--- config.mk ---
export PLATFORM = sky130hd
export DESIGN_NAME = wear_leveling_counter_ring_unit
export DESIGN_NICKNAME = d
export VERILOG_FILES = /design/src/hw/rtl/wlcr_pkg.sv /design/src/hw/rtl/wlcr_ram.sv /design/src/hw/rtl/wlcr_seq.sv /design/src/hw/rtl/wlcr_datapath.sv /design/src/hw/rtl/wear_leveling_counter_ring_unit.sv
export SDC_FILE = /design/constraint.sdc
export NUM_CORES = 2
export LEC_CHECK = 0
export BUFFER_PORTS_ARGS = -buffer_cell sky130_fd_sc_hd__buf_2
export CAP_MARGIN = 30
export CORE_MARGIN = 2
export CORE_UTILIZATION = 35
export DETAILED_ROUTE_END_ITERATION = 10
export GPL_TIMING_DRIVEN = 0
export PLACE_DENSITY = 0.53
export SLEW_MARGIN = 20
export SYNTH_ARGS = -nofsm -noshare
export SYNTH_HDL_FRONTEND = slang
export SYNTH_SLANG_ARGS = --single-unit
--- constraint.sdc ---
create_clock -name clk -period 7.72 [get_ports clk]
set_input_delay 0.386 -clock clk [delete_from_list [all_inputs] [get_ports clk]]
set_output_delay 0.386 -clock clk [all_outputs]
set_load 0.02 [all_outputs]
--- src/hw/rtl/wlcr_pkg.sv ---
// shared types, codes and control store for the wear leveling counter ring
`default_nettype none

package wlcr_pkg;

    localparam int WLCR_RING_SLOTS = 128;

    localparam logic [31:0] ERASED_WORD = 32'hFFFF_FFFF;
    localparam logic [31:0] ZERO_WORD   = 32'h0000_0000;

    localparam int STEP_W = 4;

    // wait conditions
    localparam logic [1:0] W_NONE = 2'd0;
    localparam logic [1:0] W_IN   = 2'd1;
    localparam logic [1:0] W_OUT  = 2'd2;

    // write data select
    localparam logic [1:0] D_ZERO = 2'd0;
    localparam logic [1:0] D_ONES = 2'd1;
    localparam logic [1:0] D_RAW  = 2'd2;
    localparam logic [1:0] D_NEW  = 2'd3;

    // write address select
    localparam logic [1:0] A_CNT  = 2'd0;
    localparam logic [1:0] A_SLOT = 2'd1;
    localparam logic [1:0] A_PTR  = 2'd2;

    // pointer and value update select
    localparam logic [1:0] U_NONE  = 2'd0;
    localparam logic [1:0] U_SCAN  = 2'd1;
    localparam logic [1:0] U_WRITE = 2'd2;
    localparam logic [1:0] U_CLEAR = 2'd3;

    // jump conditions
    localparam logic [2:0] J_NEXT       = 3'd0;
    localparam logic [2:0] J_ALWAYS     = 3'd1;
    localparam logic [2:0] J_NOT_LAST   = 3'd2;
    localparam logic [2:0] J_NOT_ERASED = 3'd3;
    localparam logic [2:0] J_DISPATCH   = 3'd4;

    // program steps
    localparam logic [STEP_W-1:0] S_INIT      = 4'd0;
    localparam logic [STEP_W-1:0] S_IDLE      = 4'd1;
    localparam logic [STEP_W-1:0] S_LOAD      = 4'd2;
    localparam logic [STEP_W-1:0] S_REC0      = 4'd3;
    localparam logic [STEP_W-1:0] S_WRITE     = 4'd4;
    localparam logic [STEP_W-1:0] S_CLEAR     = 4'd5;
    localparam logic [STEP_W-1:0] S_CLEAR_FIN = 4'd6;
    localparam logic [STEP_W-1:0] S_DONE      = 4'd7;
    localparam logic [STEP_W-1:0] S_SCAN      = 4'd8;
    localparam logic [STEP_W-1:0] S_SCAN_TAIL = 4'd9;
    localparam logic [STEP_W-1:0] S_SCAN_FIN  = 4'd10;
    localparam logic [STEP_W-1:0] S_TO_CLEAR  = 4'd11;

    typedef struct packed {
        logic [1:0]        wait_sel;
        logic              mem_we;
        logic [1:0]        wdata_sel;
        logic [1:0]        addr_sel;
        logic              mem_re;
        logic              cnt_inc;
        logic              capture;
        logic              scan_en;
        logic [1:0]        upd_sel;
        logic              out_load;
        logic [2:0]        jump;
        logic [STEP_W-1:0] target;
    } wlcr_cw_t;

    typedef struct packed {
        logic cnt_last;
        logic erased;
        logic out_busy;
    } wlcr_dp_status_t;

    function automatic wlcr_cw_t wlcr_ucode(input logic [STEP_W-1:0] step);
        wlcr_cw_t cw;
        cw = '0;
        unique case (step)
            S_INIT:
            begin
                cw.mem_we    = 1'b1;
                cw.wdata_sel = D_ONES;
                cw.addr_sel  = A_CNT;
                cw.cnt_inc   = 1'b1;
                cw.jump      = J_NOT_LAST;
                cw.target    = S_INIT;
            end
            S_IDLE:
            begin
                cw.wait_sel = W_IN;
                cw.capture  = 1'b1;
                cw.jump     = J_DISPATCH;
                cw.target   = S_LOAD;
            end
            S_LOAD:
            begin
                cw.mem_we    = 1'b1;
                cw.wdata_sel = D_RAW;
                cw.addr_sel  = A_SLOT;
                cw.jump      = J_ALWAYS;
                cw.target    = S_DONE;
            end
            S_REC0:
            begin
                cw.mem_re  = 1'b1;
                cw.cnt_inc = 1'b1;
                cw.jump    = J_ALWAYS;
                cw.target  = S_SCAN;
            end
            S_WRITE:
            begin
                cw.mem_we    = 1'b1;
                cw.wdata_sel = D_NEW;
                cw.addr_sel  = A_PTR;
                cw.upd_sel   = U_WRITE;
                cw.jump      = J_ALWAYS;
                cw.target    = S_DONE;
            end
            S_CLEAR:
            begin
                cw.mem_we    = 1'b1;
                cw.wdata_sel = D_ZERO;
                cw.addr_sel  = A_CNT;
                cw.cnt_inc   = 1'b1;
                cw.jump      = J_NOT_LAST;
                cw.target    = S_CLEAR;
            end
            S_CLEAR_FIN:
            begin
                cw.upd_sel = U_CLEAR;
                cw.jump    = J_NEXT;
            end
            S_DONE:
            begin
                cw.wait_sel = W_OUT;
                cw.out_load = 1'b1;
                cw.jump     = J_ALWAYS;
                cw.target   = S_IDLE;
            end
            S_SCAN:
            begin
                cw.mem_re  = 1'b1;
                cw.cnt_inc = 1'b1;
                cw.scan_en = 1'b1;
                cw.jump    = J_NOT_LAST;
                cw.target  = S_SCAN;
            end
            S_SCAN_TAIL:
            begin
                cw.scan_en = 1'b1;
                cw.jump    = J_NEXT;
            end
            S_SCAN_FIN:
            begin
                cw.upd_sel = U_SCAN;
                cw.jump    = J_NOT_ERASED;
                cw.target  = S_DONE;
            end
            S_TO_CLEAR:
            begin
                cw.jump   = J_ALWAYS;
                cw.target = S_CLEAR;
            end
            default:
            begin
                cw.jump   = J_ALWAYS;
                cw.target = S_IDLE;
            end
        endcase
        return cw;
    endfunction

endpackage

`default_nettype wire

--- src/hw/rtl/wlcr_ram.sv ---
// generic single write, single read ram with registered read data
`default_nettype none

module wlcr_ram #(
    parameter int WIDTH = 32,
    parameter int DEPTH = 128
) (
    input  wire logic                     clk,
    input  wire logic                     we,
    input  wire logic [$clog2(DEPTH)-1:0] waddr,
    input  wire logic [WIDTH-1:0]         wdata,
    input  wire logic                     re,
    input  wire logic [$clog2(DEPTH)-1:0] raddr,
    output logic      [WIDTH-1:0]         rdata
);

    logic [WIDTH-1:0] mem_reg [DEPTH];
    logic [WIDTH-1:0] rdata_reg;

    always_ff @(posedge clk)
    begin
        if (we)
        begin
            mem_reg[waddr] <= wdata;
        end
        if (re)
        begin
            rdata_reg <= mem_reg[raddr];
        end
    end

    assign rdata = rdata_reg;

endmodule

`default_nettype wire

--- src/hw/rtl/wlcr_seq.sv ---
// microprogram sequencer: step counter, control store and jump logic
`default_nettype none

module wlcr_seq (
    input  wire logic                     clk,
    input  wire logic                     rst_n,
    input  wire logic                     in_valid,
    input  wire logic [1:0]               action,
    input  wire wlcr_pkg::wlcr_dp_status_t dp_status,
    output wlcr_pkg::wlcr_cw_t            cw,
    output logic                          go
);

    import wlcr_pkg::*;

    logic [STEP_W-1:0] step_reg;
    logic [STEP_W-1:0] step_next;
    logic [STEP_W-1:0] step_inc;

    assign cw       = wlcr_ucode(step_reg);
    assign step_inc = step_reg + STEP_W'(1);

    always_comb
    begin
        go = 1'b1;
        if (cw.wait_sel == W_IN && !in_valid)
        begin
            go = 1'b0;
        end
        if (cw.wait_sel == W_OUT && dp_status.out_busy)
        begin
            go = 1'b0;
        end
    end

    always_comb
    begin
        step_next = step_reg;
        if (go)
        begin
            unique case (cw.jump)
                J_NEXT:       step_next = step_inc;
                J_ALWAYS:     step_next = cw.target;
                J_NOT_LAST:   step_next = dp_status.cnt_last ? step_inc : cw.target;
                J_NOT_ERASED: step_next = dp_status.erased ? step_inc : cw.target;
                J_DISPATCH:   step_next = cw.target + {{(STEP_W-2){1'b0}}, action};
                default:      step_next = step_inc;
            endcase
        end
    end

    always_ff @(posedge clk or negedge rst_n)
    begin
        if (!rst_n)
        begin
            step_reg <= S_INIT;
        end
        else
        begin
            step_reg <= step_next;
        end
    end

endmodule

`default_nettype wire

--- src/hw/rtl/wlcr_datapath.sv ---
// datapath: request capture, slot counter, scan unit, pointer and result register
`default_nettype none

module wlcr_datapath #(
    parameter int RING_SLOTS = wlcr_pkg::WLCR_RING_SLOTS
) (
    input  wire logic                          clk,
    input  wire logic                          rst_n,
    input  wire wlcr_pkg::wlcr_cw_t            cw,
    input  wire logic                          go,
    input  wire logic [6:0]                    slot_index,
    input  wire logic [31:0]                   raw_word,
    input  wire logic [30:0]                   count_value,
    input  wire logic                          lock_flag,
    input  wire logic                          commit_ok,
    input  wire logic                          out_ready,
    output logic                               out_valid,
    output logic [6:0]                         next_slot,
    output logic [30:0]                        current_count,
    output logic                               current_lock,
    output logic                               status,
    output logic                               ring_cleared,
    output wlcr_pkg::wlcr_dp_status_t          dp_status,
    output logic                               ram_we,
    output logic [$clog2(RING_SLOTS)-1:0]      ram_waddr,
    output logic [31:0]                        ram_wdata,
    output logic                               ram_re,
    output logic [$clog2(RING_SLOTS)-1:0]      ram_raddr,
    input  wire logic [31:0]                   ram_rdata
);

    import wlcr_pkg::*;

    localparam int PW = $clog2(RING_SLOTS);
    localparam logic [PW-1:0] LAST_IDX = PW'(RING_SLOTS - 1);

    logic [PW-1:0] cnt_reg;
    logic [PW-1:0] cnt_next;
    logic [PW-1:0] rd_idx_reg;

    logic [6:0]  slot_reg;
    logic [31:0] raw_reg;
    logic [30:0] count_reg;
    logic        lock_reg;
    logic        commit_reg;

    logic [30:0]   prev_reg;
    logic [30:0]   best_reg;
    logic          best_lock_reg;
    logic [PW-1:0] best_at_reg;
    logic          erased_reg;

    logic [PW-1:0] ptr_reg;
    logic [PW-1:0] ptr_next;
    logic [31:0]   latest_reg;
    logic [31:0]   latest_next;
    logic          status_reg;
    logic          status_next;
    logic          cleared_reg;
    logic          cleared_next;

    logic          out_valid_reg;
    logic [6:0]    out_slot_reg;
    logic [31:0]   out_word_reg;
    logic          out_status_reg;
    logic          out_cleared_reg;

    logic [PW+6:0] slot_wide;
    logic [PW+6:0] ptr_wide;
    logic          slot_ok;
    logic [31:0]   new_word;
    logic [30:0]   scan_val;
    logic [31:0]   prev_inc;
    logic          scan_hit;
    logic [PW-1:0] ptr_adv;
    logic [PW-1:0] best_adv;

    assign slot_wide = {{PW{1'b0}}, slot_reg};
    assign ptr_wide  = {7'd0, ptr_reg};
    assign slot_ok   = 32'(slot_reg) < 32'(RING_SLOTS);
    assign new_word  = {lock_reg, count_reg};
    assign scan_val  = ram_rdata[30:0];
    assign prev_inc  = {1'b0, prev_reg} + 32'd1;
    assign scan_hit  = (scan_val > best_reg) && (prev_inc == {1'b0, scan_val});
    assign ptr_adv   = (ptr_reg == LAST_IDX) ? '0 : ptr_reg + PW'(1);
    assign best_adv  = (best_at_reg == LAST_IDX) ? '0 : best_at_reg + PW'(1);
    assign cnt_next  = (cnt_reg == LAST_IDX) ? '0 : cnt_reg + PW'(1);

    always_comb
    begin
        case (cw.addr_sel)
            A_SLOT:  ram_waddr = slot_wide[PW-1:0];
            A_PTR:   ram_waddr = ptr_reg;
            default: ram_waddr = cnt_reg;
        endcase
        case (cw.wdata_sel)
            D_ONES:  ram_wdata = ERASED_WORD;
            D_RAW:   ram_wdata = raw_reg;
            D_NEW:   ram_wdata = new_word;
            default: ram_wdata = ZERO_WORD;
        endcase
    end

    assign ram_we    = go && cw.mem_we && (cw.addr_sel != A_SLOT || slot_ok);
    assign ram_re    = go && cw.mem_re;
    assign ram_raddr = cnt_reg;

    always_comb
    begin
        ptr_next     = ptr_reg;
        latest_next  = latest_reg;
        status_next  = status_reg;
        cleared_next = cleared_reg;
        if (go && cw.capture)
        begin
            status_next  = 1'b0;
            cleared_next = 1'b0;
        end
        if (go)
        begin
            case (cw.upd_sel)
                U_SCAN:
                begin
                    ptr_next    = best_adv;
                    latest_next = {best_lock_reg, best_reg};
                end
                U_WRITE:
                begin
                    if (commit_reg)
                    begin
                        ptr_next    = ptr_adv;
                        latest_next = new_word;
                    end
                    else
                    begin
                        status_next = 1'b1;
                    end
                end
                U_CLEAR:
                begin
                    cleared_next = 1'b1;
                    if (commit_reg)
                    begin
                        ptr_next    = '0;
                        latest_next = ZERO_WORD;
                    end
                    else
                    begin
                        status_next = 1'b1;
                    end
                end
                default:
                begin
                end
            endcase
        end
    end

    always_ff @(posedge clk or negedge rst_n)
    begin
        if (!rst_n)
        begin
            cnt_reg       <= '0;
            ptr_reg       <= '0;
            latest_reg    <= ZERO_WORD;
            out_valid_reg <= 1'b0;
        end
        else
        begin
            if (go && cw.cnt_inc)
            begin
                cnt_reg <= cnt_next;
            end
            ptr_reg    <= ptr_next;
            latest_reg <= latest_next;
            if (go && cw.out_load)
            begin
                out_valid_reg <= 1'b1;
            end
            else if (out_ready)
            begin
                out_valid_reg <= 1'b0;
            end
        end
    end

    always_ff @(posedge clk)
    begin
        status_reg  <= status_next;
        cleared_reg <= cleared_next;
        if (go && cw.capture)
        begin
            slot_reg   <= slot_index;
            raw_reg    <= raw_word;
            count_reg  <= count_value;
            lock_reg   <= lock_flag;
            commit_reg <= commit_ok;
        end
        if (go && cw.mem_re)
        begin
            rd_idx_reg <= cnt_reg;
        end
        if (go && cw.scan_en)
        begin
            prev_reg <= scan_val;
            if (rd_idx_reg == '0)
            begin
                best_reg      <= scan_val;
                best_lock_reg <= ram_rdata[31];
                best_at_reg   <= '0;
                erased_reg    <= (ram_rdata == ERASED_WORD);
            end
            else
            begin
                if (ram_rdata == ERASED_WORD)
                begin
                    erased_reg <= 1'b1;
                end
                if (scan_hit)
                begin
                    best_reg      <= scan_val;
                    best_lock_reg <= ram_rdata[31];
                    best_at_reg   <= rd_idx_reg;
                end
            end
        end
        if (go && cw.out_load)
        begin
            out_slot_reg    <= ptr_wide[6:0];
            out_word_reg    <= latest_reg;
            out_status_reg  <= status_reg;
            out_cleared_reg <= cleared_reg;
        end
    end

    assign dp_status.cnt_last = (cnt_reg == LAST_IDX);
    assign dp_status.erased   = erased_reg;
    assign dp_status.out_busy = out_valid_reg && !out_ready;

    assign out_valid     = out_valid_reg;
    assign next_slot     = out_slot_reg;
    assign current_count = out_word_reg[30:0];
    assign current_lock  = out_word_reg[31];
    assign status        = out_status_reg;
    assign ring_cleared  = out_cleared_reg;

    a_ptr_in_ring: assert property (@(posedge clk) disable iff (!rst_n)
        ptr_reg <= LAST_IDX)
        else $error("write pointer left the ring");

    a_cnt_idle_zero: assert property (@(posedge clk) disable iff (!rst_n)
        (cw.wait_sel == W_IN) |-> (cnt_reg == '0))
        else $error("slot counter not rewound between requests");

    a_status_commit: assert property (@(posedge clk) disable iff (!rst_n)
        (go && cw.out_load && status_reg) |-> !commit_reg)
        else $error("failure status without failed commit");

    a_clear_commit: assert property (@(posedge clk) disable iff (!rst_n)
        (go && cw.out_load && cleared_reg && commit_reg)
            |-> (ptr_reg == '0 && latest_reg == ZERO_WORD))
        else $error("committed clear left pointer or value set");

endmodule

`default_nettype wire

--- src/hw/rtl/wear_leveling_counter_ring_unit.sv ---
// top level of the wear leveling counter ring
`default_nettype none

// Keeps a ring of RING_SLOTS 32-bit words (31-bit count, lock in bit 31) in one ram and
// returns one result per request: next write slot, current count and lock, commit status
// and a ring-cleared flag. A small microprogram drives the datapath, and the ram's single
// write port and single read port set the timing: one slot is touched per cycle. Load
// writes the raw word into the named slot and write stores the new word at the write
// pointer; clear zeroes every slot, and recover scans every slot and, when it finds an
// erased slot, also clears the ring. After reset an initialization pass writes the
// erased pattern into every slot, during which no request is accepted. A finished result
// waits in an output register, so the next request is taken while it is pending.
module wear_leveling_counter_ring_unit #(
    parameter int RING_SLOTS = wlcr_pkg::WLCR_RING_SLOTS
) (
    input  wire logic        clk,
    input  wire logic        rst_n,
    input  wire logic        in_valid,
    output logic             in_ready,
    input  wire logic [1:0]  action,
    input  wire logic [6:0]  slot_index,
    input  wire logic [31:0] raw_word,
    input  wire logic [30:0] count_value,
    input  wire logic        lock_flag,
    input  wire logic        commit_ok,
    output logic             out_valid,
    input  wire logic        out_ready,
    output logic [6:0]       next_slot,
    output logic [30:0]      current_count,
    output logic             current_lock,
    output logic             status,
    output logic             ring_cleared
);

    import wlcr_pkg::*;

    localparam int PW = $clog2(RING_SLOTS);

    wlcr_cw_t        cw;
    wlcr_dp_status_t dp_status;
    logic            go;
    logic            ram_we;
    logic [PW-1:0]   ram_waddr;
    logic [31:0]     ram_wdata;
    logic            ram_re;
    logic [PW-1:0]   ram_raddr;
    logic [31:0]     ram_rdata;

    assign in_ready = (cw.wait_sel == W_IN);

    wlcr_seq u_seq (
        .clk       (clk),
        .rst_n     (rst_n),
        .in_valid  (in_valid),
        .action    (action),
        .dp_status (dp_status),
        .cw        (cw),
        .go        (go)
    );

    wlcr_datapath #(
        .RING_SLOTS (RING_SLOTS)
    ) u_datapath (
        .clk           (clk),
        .rst_n         (rst_n),
        .cw            (cw),
        .go            (go),
        .slot_index    (slot_index),
        .raw_word      (raw_word),
        .count_value   (count_value),
        .lock_flag     (lock_flag),
        .commit_ok     (commit_ok),
        .out_ready     (out_ready),
        .out_valid     (out_valid),
        .next_slot     (next_slot),
        .current_count (current_count),
        .current_lock  (current_lock),
        .status        (status),
        .ring_cleared  (ring_cleared),
        .dp_status     (dp_status),
        .ram_we        (ram_we),
        .ram_waddr     (ram_waddr),
        .ram_wdata     (ram_wdata),
        .ram_re        (ram_re),
        .ram_raddr     (ram_raddr),
        .ram_rdata     (ram_rdata)
    );

    wlcr_ram #(
        .WIDTH (32),
        .DEPTH (RING_SLOTS)
    ) u_ring_ram (
        .clk   (clk),
        .we    (ram_we),
        .waddr (ram_waddr),
        .wdata (ram_wdata),
        .re    (ram_re),
        .raddr (ram_raddr),
        .rdata (ram_rdata)
    );

endmodule

`default_nettype wire

== Yosys cells after proc, flatten, opt, wreduce, memory -nomap -nowiden ==
Memories as Yosys holds them, arrays and structs flattened. A register that Yosys moved wholly into a read port is not among the register bits.
Cells that the tools add are included.

* $lt $le $gt $ge: 1
* Multiplexer cells: 44
* Reductions and logical operators: 30
* Add/subtract/negate cells: 6
* Equal/unequal tests: 32

{| class="wikitable"
|+ Operators with widths
! operator !! count
|-
| case mux 32 bit (3 select lines) || 2
|-
| 2-to-1 mux 32 bit || 2
|-
| 2-to-1 mux 31 bit || 2
|-
| 2-to-1 mux 7 bit || 6
|-
| adder 31 x 1 -> 32 bit (second input constant) || 1
|-
| == test 32 x 31 -> 1 bit || 1
|-
| == test 32 bit (second input constant) || 1
|-
| > comparator 31 bit || 1
|-
| 2-to-1 mux 1 bit || 22
|-
| adder 7 x 1 -> 7 bit (second input constant) || 3
|-
| == test 7 bit (second input constant) || 3
|-
| case mux 7 bit (3 select lines) || 1
|-
| case mux 4 bit (5 select lines) || 1
|-
| case mux 5 bit (4 select lines) || 1
|-
| == test 4 x 3 -> 1 bit (second input constant) || 4
|-
| == test 4 bit (second input constant) || 4
|-
| case mux 4 bit (4 select lines) || 1
|-
| case mux 7 bit (2 select lines) || 1
|-
| == test 2 bit (second input constant) || 6
|-
| case mux 3 bit (4 select lines) || 1
|-
| logical AND 1 bit || 10
|-
| OR reduction 2 bit || 5
|-
| OR reduction 3 bit || 3
|-
| == test 2 x 1 -> 1 bit (second input constant) || 4
|-
| other kinds (19) || 27
|}

* Output and inout port bits: 43
* Memories: 1
* Memory bits (writable): 4096
* Flip-flop bits (word level): 244
* Bits of input ports: 78

{| class="wikitable"
|+ Memory list
! memory !! depth !! width !! read ports !! clocked after Yosys merged registers in !! write ports !! RTL line !! text
|-
| u_ring_ram.mem_reg || 128 || 32 || 1 || 1 || 1 || wlcr_ram.sv:17 || <nowiki>logic [WIDTH-1:0] mem_reg [DEPTH];</nowiki>
|}

== Longest topological paths before layout ==
* Depth after elaboration: 11
* Gate-level depth with buffers: 13
* Mapped depth without buffers: 12

== Hierarchy ==
Synthesis repeated with hierarchy kept, for this count alone.

* Cells, all modules: 6997
* Area, all modules: 168312.7 µm²

{| class="wikitable"
|+ Modules (own cells, without submodules)
! module !! cells each !! instances !! area an instance (µm²)
|-
| wlcr_ram || 5990 || 1 || 156596.4
|-
| wlcr_datapath || 886 || 1 || 10800.4
|-
| wlcr_seq || 120 || 1 || 902.1
|-
| wear_leveling_counter_ring_unit || 1 || 1 || 13.8
|}

== Least setup slack after synthesis ==
No wires, ideal clock.

* Path kind: register to register
* Start point: register u_seq.step_reg[1]
* End point: register u_datapath.commit_reg (enable)
* Required time: 7.217 ns
* Setup slack: 2.840 ns
* Cell stages (with the launch flop): 8
* Buffers on the path: 1
* Data arrival time: 4.377 ns
* Path through: dfrtp_1 > inv_1 > ha_1 > nand2_1 > nor2_1 > a31o_2 > clkbuf_1 > nor2_1

* Longest elaborated chain between the ends: 7
* Elaborated cells on any way between the ends: 11
* Classes of those cells: 4 x eq/ne; 4 x mux; 3 x reduce/logical

{| class="wikitable"
|+ RTL lines
! element !! RTL line !! text
|-
| start: declaration || wlcr_seq.sv:16 || <nowiki>logic [STEP_W-1:0] step_reg;</nowiki>
|-
| start signal: assignment || wlcr_seq.sv:60 || <nowiki>step_reg <= step_next;</nowiki>
|-
| == test 4 x 3 -> 1 bit / == test 4 x 1 -> 1 bit (equally long branches) || wlcr_pkg.sv:80 || <nowiki>unique case (step)</nowiki>
|-
| case mux 2 bit (2 select lines) || wlcr_pkg.sv:80 ||
|-
| == test 2 x 1 -> 1 bit || wlcr_seq.sv:26 || <nowiki>if (cw.wait_sel == W_IN && !in_valid)</nowiki>
|-
| logical AND 1 bit || wlcr_seq.sv:26 ||
|-
| 2-to-1 mux 1 bit || wlcr_seq.sv:26 ||
|-
| 2-to-1 mux 1 bit || wlcr_seq.sv:30 || <nowiki>if (cw.wait_sel == W_OUT && dp_status.out_busy)</nowiki>
|-
| logical AND 1 bit (*) || wlcr_datapath.sv:191 || <nowiki>if (go && cw.capture)</nowiki>
|-
| end signal: assignment || wlcr_datapath.sv:197 || <nowiki>commit_reg <= commit_ok;</nowiki>
|-
| end: declaration || wlcr_datapath.sv:45 || <nowiki>logic commit_reg;</nowiki>
|}

Mark *: on every way between the ends. The rest lies on a longest branch, timed or not.
A chain may end at the register's enable or synchronous reset.

== Worst setup path in the final report ==
* Start point: register u_datapath.cnt_reg[0], in the netlist u_datapath.ram_raddr[0]
* End point: memory u_ring_ram.mem_reg[81][15] (enable)

* Longest elaborated chain between the ends: 1

{| class="wikitable"
|+ RTL lines
! element !! RTL line !! text
|-
| start: declaration || wlcr_datapath.sv:37 || <nowiki>logic [PW-1:0] cnt_reg;</nowiki>
|-
| start signal: assignment || wlcr_datapath.sv:172 || <nowiki>cnt_reg <= cnt_next;</nowiki>
|-
| case mux 7 bit (2 select lines) || wlcr_datapath.sv:91 || <nowiki>case (cw.addr_sel)</nowiki>
|-
| end: declaration || wlcr_ram.sv:17 ||
|}

Every way passes these cells.

==> impl_summary.md <==
Floorplanning
The height of the die is 696 um. The die covers 0.485 mm^2. The horizontal die dimension is 696 um. The initial utilization of the core area, before any placement, comes to 35.1%.

After floorplanning, the core was sized to cover 0.478 mm^2. For this design the top-level I/O count stands at 121. The initialized floorplan defines 254 standard-cell rows.

Synthesis
The share of synthesized area in the top cell type comes to 77.3%. The share of synthesized flip-flops with an asynchronous set or reset is 1.17%. The commonest cells after synthesis are 4319 x sky130_fd_sc_hd__edfxtp_1, 1311 x sky130_fd_sc_hd__mux4_2, 232 x sky130_fd_sc_hd__clkbuf_1, 210 x sky130_fd_sc_hd__nor2_1, 94 x sky130_fd_sc_hd__buf_2. In the post-synthesis netlist, the biggest area contributors are sky130_fd_sc_hd__edfxtp_1 77%, sky130_fd_sc_hd__mux4_2 18%, sky130_fd_sc_hd__dfrtp_1 0.76%. The unique cell type count in the Yosys netlist is 70.

Synthesis inferred 4372 register bits. The number of warnings issued by yosys is 0. Summing the areas of all xor and xnor instances in the mapped netlist gives 0.292% of the synthesized area.

The top cell type by total area after synthesis is sky130_fd_sc_hd__edfxtp_1. In the synthesized netlist the dominant register cell turns out to be sky130_fd_sc_hd__edfxtp_1. The count of flip-flops with a built-in enable after synthesis is 4319. The post-synthesis mux area share is 18.0%. Synthesis produced a netlist with a net count of 7071. The most frequent cell after synthesis is sky130_fd_sc_hd__edfxtp_1.

The synthesized netlist devotes 1.24% of its cell area to simple gates. The compound-gate portion of the synthesized area is 1.08%. After synthesis, flip-flops and latches occupy 78.1% of the total area. The largest family of logic cells by synthesized area is multiplexers. The cell area that synthesis handed to floorplanning was 0.168 mm^2. The synthesized netlist devotes 0.333% of its cell area to adder and majority cells.

The number of standard cells after synthesis is 6949. The average instance in the mapped netlist occupies 24.2 um^2.

Place
The port buffer count is 120. In this run the cell area measured after placement is 0.184 mm^2. Detailed placement finished with a half-perimeter wire length of 327000 um. Once placement completed, the tool counted placed cells totaling 13800. The pre-CTS worst setup slack is 1190 ps. At the end of routability-driven placement, the weighted congestion stood at 0.979.

Setup path
The worst path arrival time is 7330 ps. STA classifies the critical path startpoint as a flip-flop. The signal on the critical path passes through clkbuf_1, buf_4, buf_4, buf_2, buf_2, buf_2, a21oi_1, nor2_1, nand3_1, clkbuf_2, nor2_4, buf_16, buf_16.

Grouping stages by cell kind, the critical path spends the most delay in buffers and inverters. At the worst endpoint, the required time is 8410 ps. On the worst path, the slowest cell contributes a delay of 830 ps. The count of buffer and inverter cells on the critical path is 9. STA classifies the critical path endpoint as a flip-flop. In this design, the critical path's most frequently occurring cell is sky130_fd_sc_hd__buf_2. In this run the worst path has a maximum fanout of 12. The library cell contributing the largest single delay on the critical path is sky130_fd_sc_hd__dfrtp_1. The setup path with the least slack is of type reg -> reg.

Routing
The first-pass detailed-route iteration total is 5. The total wirelength of the detailed-routed design is 465000 um. The post-detailed-route DRC marker count is 0. The number of DRC violations after detailed-routing iteration 0 is 10000. The detail route stage leaves a number of antenna-violating nets equal to 0.

The wire length per cell is 31.7 um. In the routed layout, each cell is associated on average with a via count of 5.42. The total number of vias is 79600.

Min path
The tightest min-delay check is of the in -> reg type.

Power and ir drop
In this run, the clock network consumes 26.1% of the power. For this design the static power due to leakage is 62.1 nW. For this design the total switching power over the nets is 28.1 mW. The sequential fraction of design power is 39.9%. In this run the power density over the cells is 413 mW/mm^2. The combinational power share is 34.0%.

IR analysis of the VDD net gives a maximum drop of 0.354 mV. The switching power share of the total is 34.0%. The overall power is 82.5 mW. The internal portion of the total power is 54.5 mW.

STA
For the pin with the worst max-slew slack, the measured transition is 1200 ps. Final hold analysis gives a worst-case slack of 60.6 ps. The shortest clock period the worst path allows after layout is 6640 ps. The final total negative setup slack is 0 ps. The count of final max-slew check failures came to 0. The worst slew margin relative to its limit is 17.5%. The clock tree skew after final layout is 55.8 ps.

The share of the cycle needed by the critical path after routing is 85.9%. Setup repair after global routing left no endpoint under its margin. The number of endpoints with negative hold slack in the final report is 0. The maximum clock frequency is 0.151 GHz. Setup violations remaining at the end of the flow were counted as 0. The final critical-path setup slack is 1080 ps.

CTS
Buffers inserted during clock tree synthesis total 443. The cell sitting at the root of the clock tree is a sky130_fd_sc_hd__clkbuf_16. After clock tree synthesis, the clock-pin slew on the worst setup and hold paths is 60 ps. The tree built by TritonCTS fans out to 4372 sinks. The later pin in the worst-skew pair is clocked with a latency of 1040 ps. The maximum clock insertion buffer count is 4.

In this run, post-CTS repair resized a total of 0 instances. Once the clock tree was built, the setup fixing pass inserted 0 buffers. The clock tree from TritonCTS is yes. The number of levels in the clock H-tree is 5.

Finish
The area taken by flip-flops and latches is 0.131 mm^2. For this run, the post-layout net count is 8029. The filler cells instantiated in the layout total 41000. Leaving out filler cells and counting taps, the final layout contains 14700. Measured on the finished design, the core utilization comes to 41.8%. The area added between synthesis and finish is 19.1%. The flip-flop count of the largest register after layout is 4096. The post-route netlist has 32.6% of its cells at a drive strength greater than 1. With fillers left out, the area of the finished cells amounts to 0.200 mm^2. The area of combinational cells with multiple inputs is 0.0365 mm^2.

GRT
The total overflow reported by the global router is 0. The number of global-route vias before repair is 81000. The busiest layer in global routing is met2.

The routing usage on met2 is 29.9%. Entering global routing, the biggest net connects 84 pins. The initial antenna violation count is 29. Global routing used 18.9% of the available tracks across all layers. The first global-routing pass estimated 643000 um of wire. Global routing consumed, on the met3 layer, 3.16% of the routing resources. The met1 capacity usage during global routing is 26.8%.

Job
The count of max-cap constraint violations is 0.

Run status
The flow ran to the end, and the final reports show no timing, DRC or antenna violations.
cells by family (layout without fill, tap and decap cells):
kind of cell,after synthesis,in the layout
mux,1380,1380
buf+inv,405,1731
flops,4372,4372
other cells,0,12
compound gates,250,250
xor+xnor,56,56
fa+ha+maj,44,44
simple gates,442,442
final timing paths:
path,end,from,slack (ps),depth (start not counted)
setup / recovery,u_ring_ram.mem_reg[81][15]$_DFFE_PP_,u_datapath.ram_raddr[0]$_DFFE_PN0P_,1080,13
hold / removal,u_datapath.raw_reg[20]$_DFFE_PP_,raw_word[20],60,2
setup reg to reg,u_ring_ram.mem_reg[81][15]$_DFFE_PP_,u_datapath.ram_raddr[0]$_DFFE_PN0P_,1080,13
hold reg to reg,u_datapath.status$_DFFE_PP_,u_datapath.status_reg$_DFF_P_,430,0
max in group asynchronous,u_datapath.latest_reg[13]$_DFFE_PN0P_,rst_n,7000,4
min in group asynchronous,u_seq.step_reg[0]$_DFFE_PN0P_,rst_n,450,4
power groups by stage:
stage          Clock [mW]  Sequential [mW]  Combinational [mW]
4_1_cts              21.9             32.9                28.2
3_3_place_gp            0             35.0                25.1
6_report             21.5             33.0                28.1
2_1_floorplan           0             33.7                14.2
5_1_grt              22.7             33.0                29.3
3_5_place_dp            0             33.4                28.1
per-layer routing:
layer | vias to the layer above | part of all wire (%)
met3 | 631 | 7.1
met1 | 43800 | 43
li1 | 32100 | -
met2 | 3108 | 47
met4 | 0 | 3.6
met5 | - | 0
layout make-up:
| type | instances | share of cell area (%) |
|---|---|---|
| Buffer | 363 | 0.786 |
| Multi-Input combinational cell | 2172 | 18.3 |
| Clock buffer | 547 | 5.85 |
| Tap cell | 6400 | 4.01 |
| Sequential cell | 4372 | 65.6 |
| Timing Repair Buffer | 513 | 4.05 |
| Clock inverter | 266 | 1.39 |
| Inverter | 42 | 0.0789 |
| Antenna cell | 12 | 0.0150 |
cells in the final DEF, fill, tap and decap left out, types with 17 or more instances in the layout:
| cell type | Yosys | final |
|---|---|---|
| sky130_fd_sc_hd__buf_16 | 0 | 126 |
| sky130_fd_sc_hd__nor2_1 | 210 | 81 |
| sky130_fd_sc_hd__mux2i_1 | 66 | 66 |
| sky130_fd_sc_hd__nand2_1 | 75 | 75 |
| sky130_fd_sc_hd__clkbuf_1 | 232 | 283 |
| sky130_fd_sc_hd__nand4_1 | 21 | 21 |
| sky130_fd_sc_hd__bufinv_16 | 0 | 45 |
| sky130_fd_sc_hd__clkinv_2 | 0 | 83 |
| sky130_fd_sc_hd__clkbuf_16 | 0 | 449 |
| sky130_fd_sc_hd__buf_2 | 94 | 226 |
| sky130_fd_sc_hd__nor2_4 | 0 | 129 |
| sky130_fd_sc_hd__inv_1 | 41 | 40 |
| sky130_fd_sc_hd__a221oi_1 | 32 | 32 |
| sky130_fd_sc_hd__nor4_1 | 17 | 17 |
| sky130_fd_sc_hd__a21oi_1 | 60 | 60 |
| sky130_fd_sc_hd__buf_6 | 1 | 38 |
| sky130_fd_sc_hd__nand3_1 | 24 | 24 |
| sky130_fd_sc_hd__xnor2_1 | 37 | 37 |
| sky130_fd_sc_hd__o21ai_0 | 31 | 30 |
| sky130_fd_sc_hd__clkbuf_2 | 0 | 39 |
| sky130_fd_sc_hd__clkinv_1 | 1 | 94 |
| sky130_fd_sc_hd__buf_1 | 31 | 19 |
| sky130_fd_sc_hd__nor2b_1 | 42 | 42 |
| sky130_fd_sc_hd__dlygate4sd3_1 | 0 | 88 |
| sky130_fd_sc_hd__dfrtp_1 | 51 | 51 |
| sky130_fd_sc_hd__edfxtp_1 | 4319 | 4319 |
| sky130_fd_sc_hd__a22oi_1 | 42 | 42 |
| sky130_fd_sc_hd__xor2_1 | 19 | 19 |
| sky130_fd_sc_hd__mux4_2 | 1311 | 1311 |
| sky130_fd_sc_hd__buf_12 | 0 | 126 |
| sky130_fd_sc_hd__a221o_4 | 0 | 32 |
| sky130_fd_sc_hd__ha_1 | 43 | 43 |
what timing repair did:
item	4_1_cts	5_1_grt
endpoints found under the setup margin	0	0
endpoints found under the hold margin	128	0
hold buffers	89	0
No activity file was read; power rests on OpenSTA's default activity.
